### src/design/sul_pkg.sv
// Shared types and constants for the SPI unlock and readout block.
package sul_pkg;

  // Default length of the code entry buffer, in characters.
  localparam int CODE_CHARS_DEF = 12;

  // Register map: one register, indexed by the word address.
  localparam logic REG_UNLOCK_CODE = 1'b0;
  localparam logic [15:0] UNLOCK_CODE_RST = 16'd12;

  // Special received bytes while locked.
  localparam logic [7:0] RX_COMPARE = 8'd0;
  localparam logic [7:0] RX_RESTART = 8'd1;

  // Readout commands while unlocked.
  localparam logic [7:0] CMD_PWM0    = 8'd10;
  localparam logic [7:0] CMD_PWM1    = 8'd20;
  localparam logic [7:0] CMD_PWM2    = 8'd30;
  localparam logic [7:0] CMD_COND1   = 8'd41;
  localparam logic [7:0] CMD_COND2   = 8'd42;
  localparam logic [7:0] CMD_COND3   = 8'd43;
  localparam logic [7:0] CMD_ADC_LO  = 8'd176;
  localparam logic [7:0] CMD_ADC_HI  = 8'd177;

  // Reply codes.
  localparam logic [7:0] REPLY_FAIL = 8'd1;
  localparam logic [7:0] REPLY_OK   = 8'd2;
  localparam logic [7:0] REPLY_HOT  = 8'd28;

  // Parse phases.
  localparam logic [1:0] PH_SKIP   = 2'd0;
  localparam logic [1:0] PH_DIGITS = 2'd1;
  localparam logic [1:0] PH_DONE   = 2'd2;

  // Magnitude saturation point; it can never equal a 16-bit code.
  localparam logic [16:0] VALUE_CAP = 17'd65536;

  // Parser state carried from one character to the next.
  typedef struct packed {
    logic [1:0]  phase;
    logic        neg;
    logic [16:0] value;
  } entry_t;

endpackage

### src/design/spi_slave_unlock_and_readout_top.sv
// Top level of the SPI unlock and readout block: registers, control and readout.
// A byte taken into the input register has its reply, if it makes one, written to the
// output register once that register is free; the output register drives out_valid.
// Throughput: one byte per cycle while replies can leave; a byte that makes a reply waits
// in the input register while the output register is full. The input register feeds
// the state update and reply select, and the output register decouples the result side.
// Reset (synchronous, rst_n low): locked, entry cleared, unlock code back to 12, both
// pipeline registers empty. No clearing pass is needed.
module spi_slave_unlock_and_readout_top #(
  parameter int CODE_CHARS = sul_pkg::CODE_CHARS_DEF
) (
  input  logic        clk,
  input  logic        rst_n,
  input  logic        in_valid,
  output logic        in_ready,
  input  logic [7:0]  in_rx_byte,
  input  logic [9:0]  in_adc_value,
  input  logic [7:0]  in_pwm0_compare,
  input  logic [15:0] in_pwm1_compare,
  input  logic [7:0]  in_pwm2_compare,
  input  logic [2:0]  in_cond_flags,
  input  logic        in_overheat,
  output logic        out_valid,
  input  logic        out_ready,
  output logic [7:0]  out_reply_byte,
  output logic        out_lock_open,
  input  logic        cfg_psel,
  input  logic        cfg_penable,
  input  logic        cfg_pwrite,
  input  logic [2:0]  cfg_paddr,
  input  logic [31:0] cfg_pwdata,
  output logic [31:0] cfg_prdata,
  output logic        cfg_pready
);
  import sul_pkg::*;

  localparam int CntW = $clog2(CODE_CHARS + 1);
  localparam logic [CntW-1:0] CntMax = CntW'(CODE_CHARS);

  // Configuration register.
  logic [15:0] unlock_code_r;
  logic        cfg_write;

  // Input register.
  logic        s1_valid_r;
  logic [7:0]  rx_r;
  logic [9:0]  adc_r;
  logic [7:0]  pwm0_r;
  logic [7:0]  pwm1_r;
  logic [7:0]  pwm2_r;
  logic [2:0]  cond_r;
  logic        hot_r;

  // Lock and entry state.
  logic            locked_r;
  logic            locked_nxt;
  logic [CntW-1:0] cnt_r;
  logic [CntW-1:0] cnt_nxt;
  logic            ovf_r;
  logic            ovf_nxt;
  entry_t          entry_r;
  entry_t          entry_nxt;
  entry_t          entry_parsed;

  // Output register.
  logic       out_valid_r;
  logic [7:0] out_reply_r;
  logic       out_lock_r;

  logic       has_result;
  logic [7:0] reply;
  logic       reply_lock;
  logic       match;
  logic       out_free;
  logic       advance;
  logic       in_xfer;

  assign cfg_pready = 1'b1;
  assign cfg_write  = cfg_psel && cfg_penable && cfg_pwrite && cfg_pready &&
                      (cfg_paddr[2] == REG_UNLOCK_CODE);
  assign cfg_prdata = (cfg_paddr[2] == REG_UNLOCK_CODE) ? {16'd0, unlock_code_r} : 32'd0;

  always_ff @(posedge clk) begin
    if (!rst_n) begin
      unlock_code_r <= UNLOCK_CODE_RST;
    end else if (cfg_write) begin
      unlock_code_r <= cfg_pwdata[15:0];
    end
  end

  // Flow control: the item in the input register moves on when it makes no reply
  // or the output register can take the reply.
  assign out_free = !out_valid_r || out_ready;
  assign advance  = s1_valid_r && (!has_result || out_free);
  assign in_ready = !s1_valid_r || advance;
  assign in_xfer  = in_valid && in_ready;

  always_ff @(posedge clk) begin
    if (!rst_n) begin
      s1_valid_r <= 1'b0;
    end else if (in_ready) begin
      s1_valid_r <= in_valid;
    end
  end

  always_ff @(posedge clk) begin
    if (in_xfer) begin
      rx_r   <= in_rx_byte;
      adc_r  <= in_adc_value;
      pwm0_r <= in_pwm0_compare;
      pwm1_r <= in_pwm1_compare[7:0];
      pwm2_r <= in_pwm2_compare;
      cond_r <= in_cond_flags;
      hot_r  <= in_overheat;
    end
  end

  sul_parse u_parse (
    .ch      (rx_r),
    .entry_i (entry_r),
    .entry_o (entry_parsed)
  );

  assign match = !ovf_r && (entry_r.value == {1'b0, unlock_code_r}) &&
                 (!entry_r.neg || (entry_r.value == 17'd0));

  always_comb begin
    locked_nxt = locked_r;
    cnt_nxt    = cnt_r;
    ovf_nxt    = ovf_r;
    entry_nxt  = entry_r;
    has_result = 1'b0;
    reply      = REPLY_FAIL;
    reply_lock = 1'b0;
    if (locked_r) begin
      if (rx_r == RX_RESTART) begin
        cnt_nxt   = '0;
        ovf_nxt   = 1'b0;
        entry_nxt = '{phase: PH_SKIP, neg: 1'b0, value: 17'd0};
      end else if (rx_r != RX_COMPARE) begin
        if (cnt_r >= CntMax) begin
          ovf_nxt = 1'b1;
        end else begin
          cnt_nxt   = cnt_r + 1'b1;
          entry_nxt = entry_parsed;
        end
      end else begin
        has_result = 1'b1;
        if (match) begin
          locked_nxt = 1'b0;
          reply      = REPLY_OK;
          reply_lock = 1'b1;
        end
      end
    end else begin
      has_result = 1'b1;
      reply_lock = 1'b1;
      case (rx_r)
        CMD_ADC_LO: reply = adc_r[7:0];
        CMD_ADC_HI: reply = {6'd0, adc_r[9:8]};
        CMD_PWM0:   reply = hot_r ? REPLY_HOT : pwm0_r;
        CMD_PWM1:   reply = hot_r ? REPLY_HOT : pwm1_r;
        CMD_PWM2:   reply = hot_r ? REPLY_HOT : pwm2_r;
        CMD_COND1:  reply = hot_r ? REPLY_HOT : {7'd0, cond_r[0]};
        CMD_COND2:  reply = hot_r ? REPLY_HOT : {7'd0, cond_r[1]};
        CMD_COND3:  reply = hot_r ? REPLY_HOT : {7'd0, cond_r[2]};
        default:    has_result = 1'b0;
      endcase
    end
  end

  always_ff @(posedge clk) begin
    if (!rst_n) begin
      locked_r <= 1'b1;
      cnt_r    <= '0;
      ovf_r    <= 1'b0;
      entry_r  <= '{phase: PH_SKIP, neg: 1'b0, value: 17'd0};
    end else if (advance) begin
      locked_r <= locked_nxt;
      cnt_r    <= cnt_nxt;
      ovf_r    <= ovf_nxt;
      entry_r  <= entry_nxt;
    end
  end

  always_ff @(posedge clk) begin
    if (!rst_n) begin
      out_valid_r <= 1'b0;
    end else if (out_free) begin
      out_valid_r <= advance && has_result;
    end
  end

  always_ff @(posedge clk) begin
    if (out_free && advance && has_result) begin
      out_reply_r <= reply;
      out_lock_r  <= reply_lock;
    end
  end

  assign out_valid      = out_valid_r;
  assign out_reply_byte = out_reply_r;
  assign out_lock_open  = out_lock_r;

`ifndef NO_ASSERTIONS
  // Once opened, the lock stays open until reset.
  a_lock_sticky: assert property (@(posedge clk) disable iff (!rst_n)
    !locked_r |=> !locked_r)
    else $error("lock closed again without reset");

  // The entry count saturates at the buffer length.
  a_cnt_bound: assert property (@(posedge clk) disable iff (!rst_n)
    cnt_r <= CntMax)
    else $error("entry count beyond buffer length");

  // Overflow is only possible with a full buffer.
  a_ovf_full: assert property (@(posedge clk) disable iff (!rst_n)
    ovf_r |-> (cnt_r == CntMax))
    else $error("overflow flagged with buffer not full");

  // A reply with the lock closed is always the failure code.
  a_fail_reply: assert property (@(posedge clk) disable iff (!rst_n)
    (out_valid_r && !out_lock_r) |-> (out_reply_r == REPLY_FAIL))
    else $error("closed-lock reply is not the failure code");

  // While unlocked, no entry state changes.
  a_entry_frozen: assert property (@(posedge clk) disable iff (!rst_n)
    (!locked_r && $past(!locked_r) && $past(rst_n)) |-> $stable(cnt_r) && $stable(ovf_r))
    else $error("entry state changed while unlocked");
`endif

endmodule

### src/design/sul_parse.sv
// One-character step of the decimal code entry parser.
module sul_parse (
  input  logic [7:0]      ch,
  input  sul_pkg::entry_t entry_i,
  output sul_pkg::entry_t entry_o
);
  import sul_pkg::*;

  logic        digit;
  logic        blank;
  logic [3:0]  dval;
  logic [19:0] ext;
  logic [19:0] acc;
  logic [16:0] value_add;

  assign digit = (ch >= 8'd48) && (ch <= 8'd57);
  assign blank = (ch == 8'd32) || ((ch >= 8'd9) && (ch <= 8'd13));
  assign dval  = ch[3:0];

  // value * 10 + digit, built from two shifts.
  assign ext = {3'b000, entry_i.value};
  assign acc = (ext << 3) + (ext << 1) + {16'd0, dval};
  assign value_add = (acc > {3'b000, VALUE_CAP}) ? VALUE_CAP : acc[16:0];

  always_comb begin
    entry_o = entry_i;
    case (entry_i.phase)
      PH_SKIP: begin
        if (blank) begin
          entry_o = entry_i;
        end else if ((ch == 8'd43) || (ch == 8'd45)) begin
          entry_o.neg   = (ch == 8'd45);
          entry_o.phase = PH_DIGITS;
        end else if (digit) begin
          entry_o.phase = PH_DIGITS;
          entry_o.value = value_add;
        end else begin
          entry_o.phase = PH_DONE;
        end
      end
      PH_DIGITS: begin
        if (digit) begin
          entry_o.value = value_add;
        end else begin
          entry_o.phase = PH_DONE;
        end
      end
      default: begin
        entry_o = entry_i;
      end
    endcase
  end

endmodule

### config.mk
export PLATFORM = sky130hd
export DESIGN_NAME = spi_slave_unlock_and_readout_top
export DESIGN_NICKNAME = d
export VERILOG_FILES = /design/src/design/sul_pkg.sv /design/src/design/spi_slave_unlock_and_readout_top.sv /design/src/design/sul_parse.sv
export SDC_FILE = /design/constraint.sdc
export NUM_CORES = 1
export LEC_CHECK = 0
export ABC_AREA = 0
export BUFFER_PORTS_ARGS = -buffer_cell sky130_fd_sc_hd__clkbuf_2
export CORE_MARGIN = 4
export CORE_UTILIZATION = 30
export DETAILED_ROUTE_END_ITERATION = 7
export PLACE_DENSITY = 0.56
export SLEW_MARGIN = 10
export SYNTH_ARGS = -nofsm -noshare
export SYNTH_HDL_FRONTEND = slang
export SYNTH_SLANG_ARGS = --single-unit
export TNS_END_PERCENT = 1
### constraint.sdc
create_clock -name clk -period 6.2 [get_ports clk]
set_input_delay 0.31 -clock clk [delete_from_list [all_inputs] [get_ports clk]]
set_output_delay 0.31 -clock clk [all_outputs]
set_load 0.01 [all_outputs]
==> summary.md <==
| Metric | Value |
|---|---|
| Outcome | complete, no violations |
| Worst Slack Setup Final | 2440 ps |
| Die Wd | 144 µm |
| Mapped cell area | 5570 µm² |
| Leak | 2.69 nW |
| Drt first-iter violations | 227 |
| # Post-CTS Setup Buffers | 0 |
| Vias per cell | 4.97 |
| CP required | 6400 ps |
| Worst path max stage delay | 630 ps |
| Layout Nets | 781 |
| DIE AREA | 20800 µm² |
| Initial antenna violation count | 0 |
| Final Hold Fails | 0 |
| # DRC | 0 |
| Fin Setup TNS | 0 ps |
| Synth area leaders | edfxtp_1, dfxtp_1, ha_1 |
| Async S/R FF share, synth | 0 |
| Synth area leader | edfxtp_1 |
| Distinct cells, synth | 71 |
| CTS tree | done |
| Via Count | 4382 |
| Pwr dens | 207 nW/µm² |
| CP Class | reg -> reg |
| First-pass GRT wire length | 21700 µm |
| Starting density of the core | 0.308 |
| DP Wirelength | 10400 µm |
| Largest net degree at the start of global routing | 47 |
| Startpoint Class | register |
| Placed cell areas | 6190 µm² |
| Die height | 144 µm |
| Slew headroom | 0.322 |
| CP arrival | 3960 ps |
| Most frequent CP cell | fa_1 |
| Crit path cell chain | fa_1 -> inv_1 -> fa_1 -> nand2b_1 -> a21oi_1 -> o211ai_1 -> a2111oi_0 -> a211o_1 -> o31ai_1 |
| Syn_area_per_cell | 9.90 µm² |
| Clk sinks | 99 |
| Most common cell after layout, fill and taps aside | clkbuf_2 |
| First drt pass iteration count | 5 |
| Worst-Margin Slew | 1010 ps |
| Area Growth Syn to Fin | 16.2% |
| Hold-fix buffers, CTS | 0 |
| Overall Global Routing Usage | 0.130 |
| Post-CTS sizing | 0 |
| Max_cap viols | 0 |
| Number of synthesis warnings | 0 |
| Crit path max fanout | 12 |
| Clk buf depth | 2 |
| Setup Viol. Count Final | 0 |
| HP Class | in -> reg |
| Minimum clock period | 3760 ps |
| Critical-path top delay cell | fa_1 |
| EDFF count, synth | 55 |
| Vias in the first global route | 4468 |
| Gpl congestion | 0.884 |
| Core area | 18100 µm² |
| Seq/Total Area, Yosys | 0.455 |
| Routed WL per cell | 15.0 µm |
| Layout cells sized above 1 | 0.193 |
| Seq cells post-synth | 99 |
| Syn Inst Count | 562 |
| ANT nets after route | 0 |
| GR Overflow Total | 0 |
| FP Rows | 49 |
| CTS Buf Count | 9 |
| Port Buffers | 96 |
| Pins over their slew limit | 0 |
| Max Freq | 266 MHz |
| Commonest non-fill, non-tap cells in the layout | clkbuf_2, nand2_1, edfxtp_1 |
| Clk_lat worst skew | 350 ps |
| Pre-CTS setup slack | 2510 ps |
| Share of the synthesized area in the top cell type | 0.297 |
| Antenna fix cells | 0 |
| Primary FF master, synth | edfxtp_1 |
| Cell family with most CP delay | compound AO/OA/AOI/OAI gates |
| DRT Wirelength | 13200 µm |
| Total I/O pin count | 140 |
| CTS HTree Levels | 3 |
| Buf/Inv on CP | 1 |
| Peak supply drop | 0.192 mV |
| Period utilisation layout | 0.607 |
| RSZ-0062 raised after global routing | no |
| Clock-pin slew on the worst setup and hold paths | 70 ps |
| CTS root buffer | clkbuf_16 |
| Layout Skew | 11.3 ps |
| Worst Setup End Kind | register |
| Finished Cell Area | 6470 µm² |
## worst paths after layout
kind / start / end / slack [ps] / cells past startpoint
max: rx_r[3] / entry_r[7] / 2440 / 9
min: in_pwm2_compare[7] / pwm2_r[7] / 130 / 1
max reg2reg: rx_r[3] / entry_r[7] / 2440 / 9
min reg2reg: unlock_code_r[10] / unlock_code_r[10] / 500 / 2
## where the power goes
| group | switching [mW] | total [mW] | internal [mW] |
|---|---|---|---|
| logic | 0.0420 | 0.0769 | 0.0349 |
| clock network | 0.254 | 0.533 | 0.278 |
| registers | 0.0171 | 0.732 | 0.715 |
| total | 0.313 | 1.34 | 1.03 |
## routing by layer
metal	global-route usage	part of all wire	routed length, µm
met1	0.163	0.45	5910
met2	0.219	0.47	6190
met3	0.0370	0.068	898
met4	0.0368	0.014	187
met5	0	0	0
## cells by family after synthesis
group,synth area share
mux,0.0146
simple gates,0.191
flops,0.455
xor+xnor,0.0456
fa+ha+maj,0.0836
buf+inv,0.0468
other cells,0.00135
compound gates,0.162
## cell type report
| type | count | area [µm²] |
|---|---|---|
| fillers | 1785 | 11600 |
| multi-input cells | 429 | 2840 |
| flip-flops and latches | 99 | 2530 |
| repair buffers | 96 | 480 |
| well taps | 229 | 287 |
| clock buffers | 9 | 225 |
| clock inverters | 6 | 53.8 |
| inverters | 14 | 52.6 |
## sequential cells by signal, summed over array words and instances (netlist names)
register        cells
hot_r               1
s1_valid_r          1
ovf_r               1
entry_r            20
out_reply_byte      8
pwm0_r              8
cnt_r               4
pwm2_r              8
pwm1_r              8
out_valid           1
cond_r              3
rx_r                8
unlock_code_r      16
locked_r            1
out_lock_open       1
adc_r              10
## cell usage after synthesis, types with 11 or more instances
library cell and number:
nand2_1 82, o21ai_0 21, ha_1 34, a21oi_1 27, edfxtp_1 55, nor2b_1 23
buf_4 17, o31ai_1 12, xor2_1 11, xnor2_1 18, clkbuf_1 11, nor2_1 37
a21boi_0 17, dfxtp_1 44, inv_1 14
## stage by stage
| step | hold WS (ps) | total power [mW] | utilization | instances |
|---|---|---|---|---|
| finish | 132 | 1.34 | 0.358 | 882 |
| global route | 114 | 1.40 | 0.358 | 882 |
| CTS | 118 | 1.36 | 0.358 | 882 |
| detailed placement | 489 | 0.824 | 0.342 | 867 |
| global placement | 487 | 0.821 | 0.342 | 867 |
| floorplan | 409 | 0.795 | - | 577 |
Note: power is estimated with default switching activity, not from simulation.
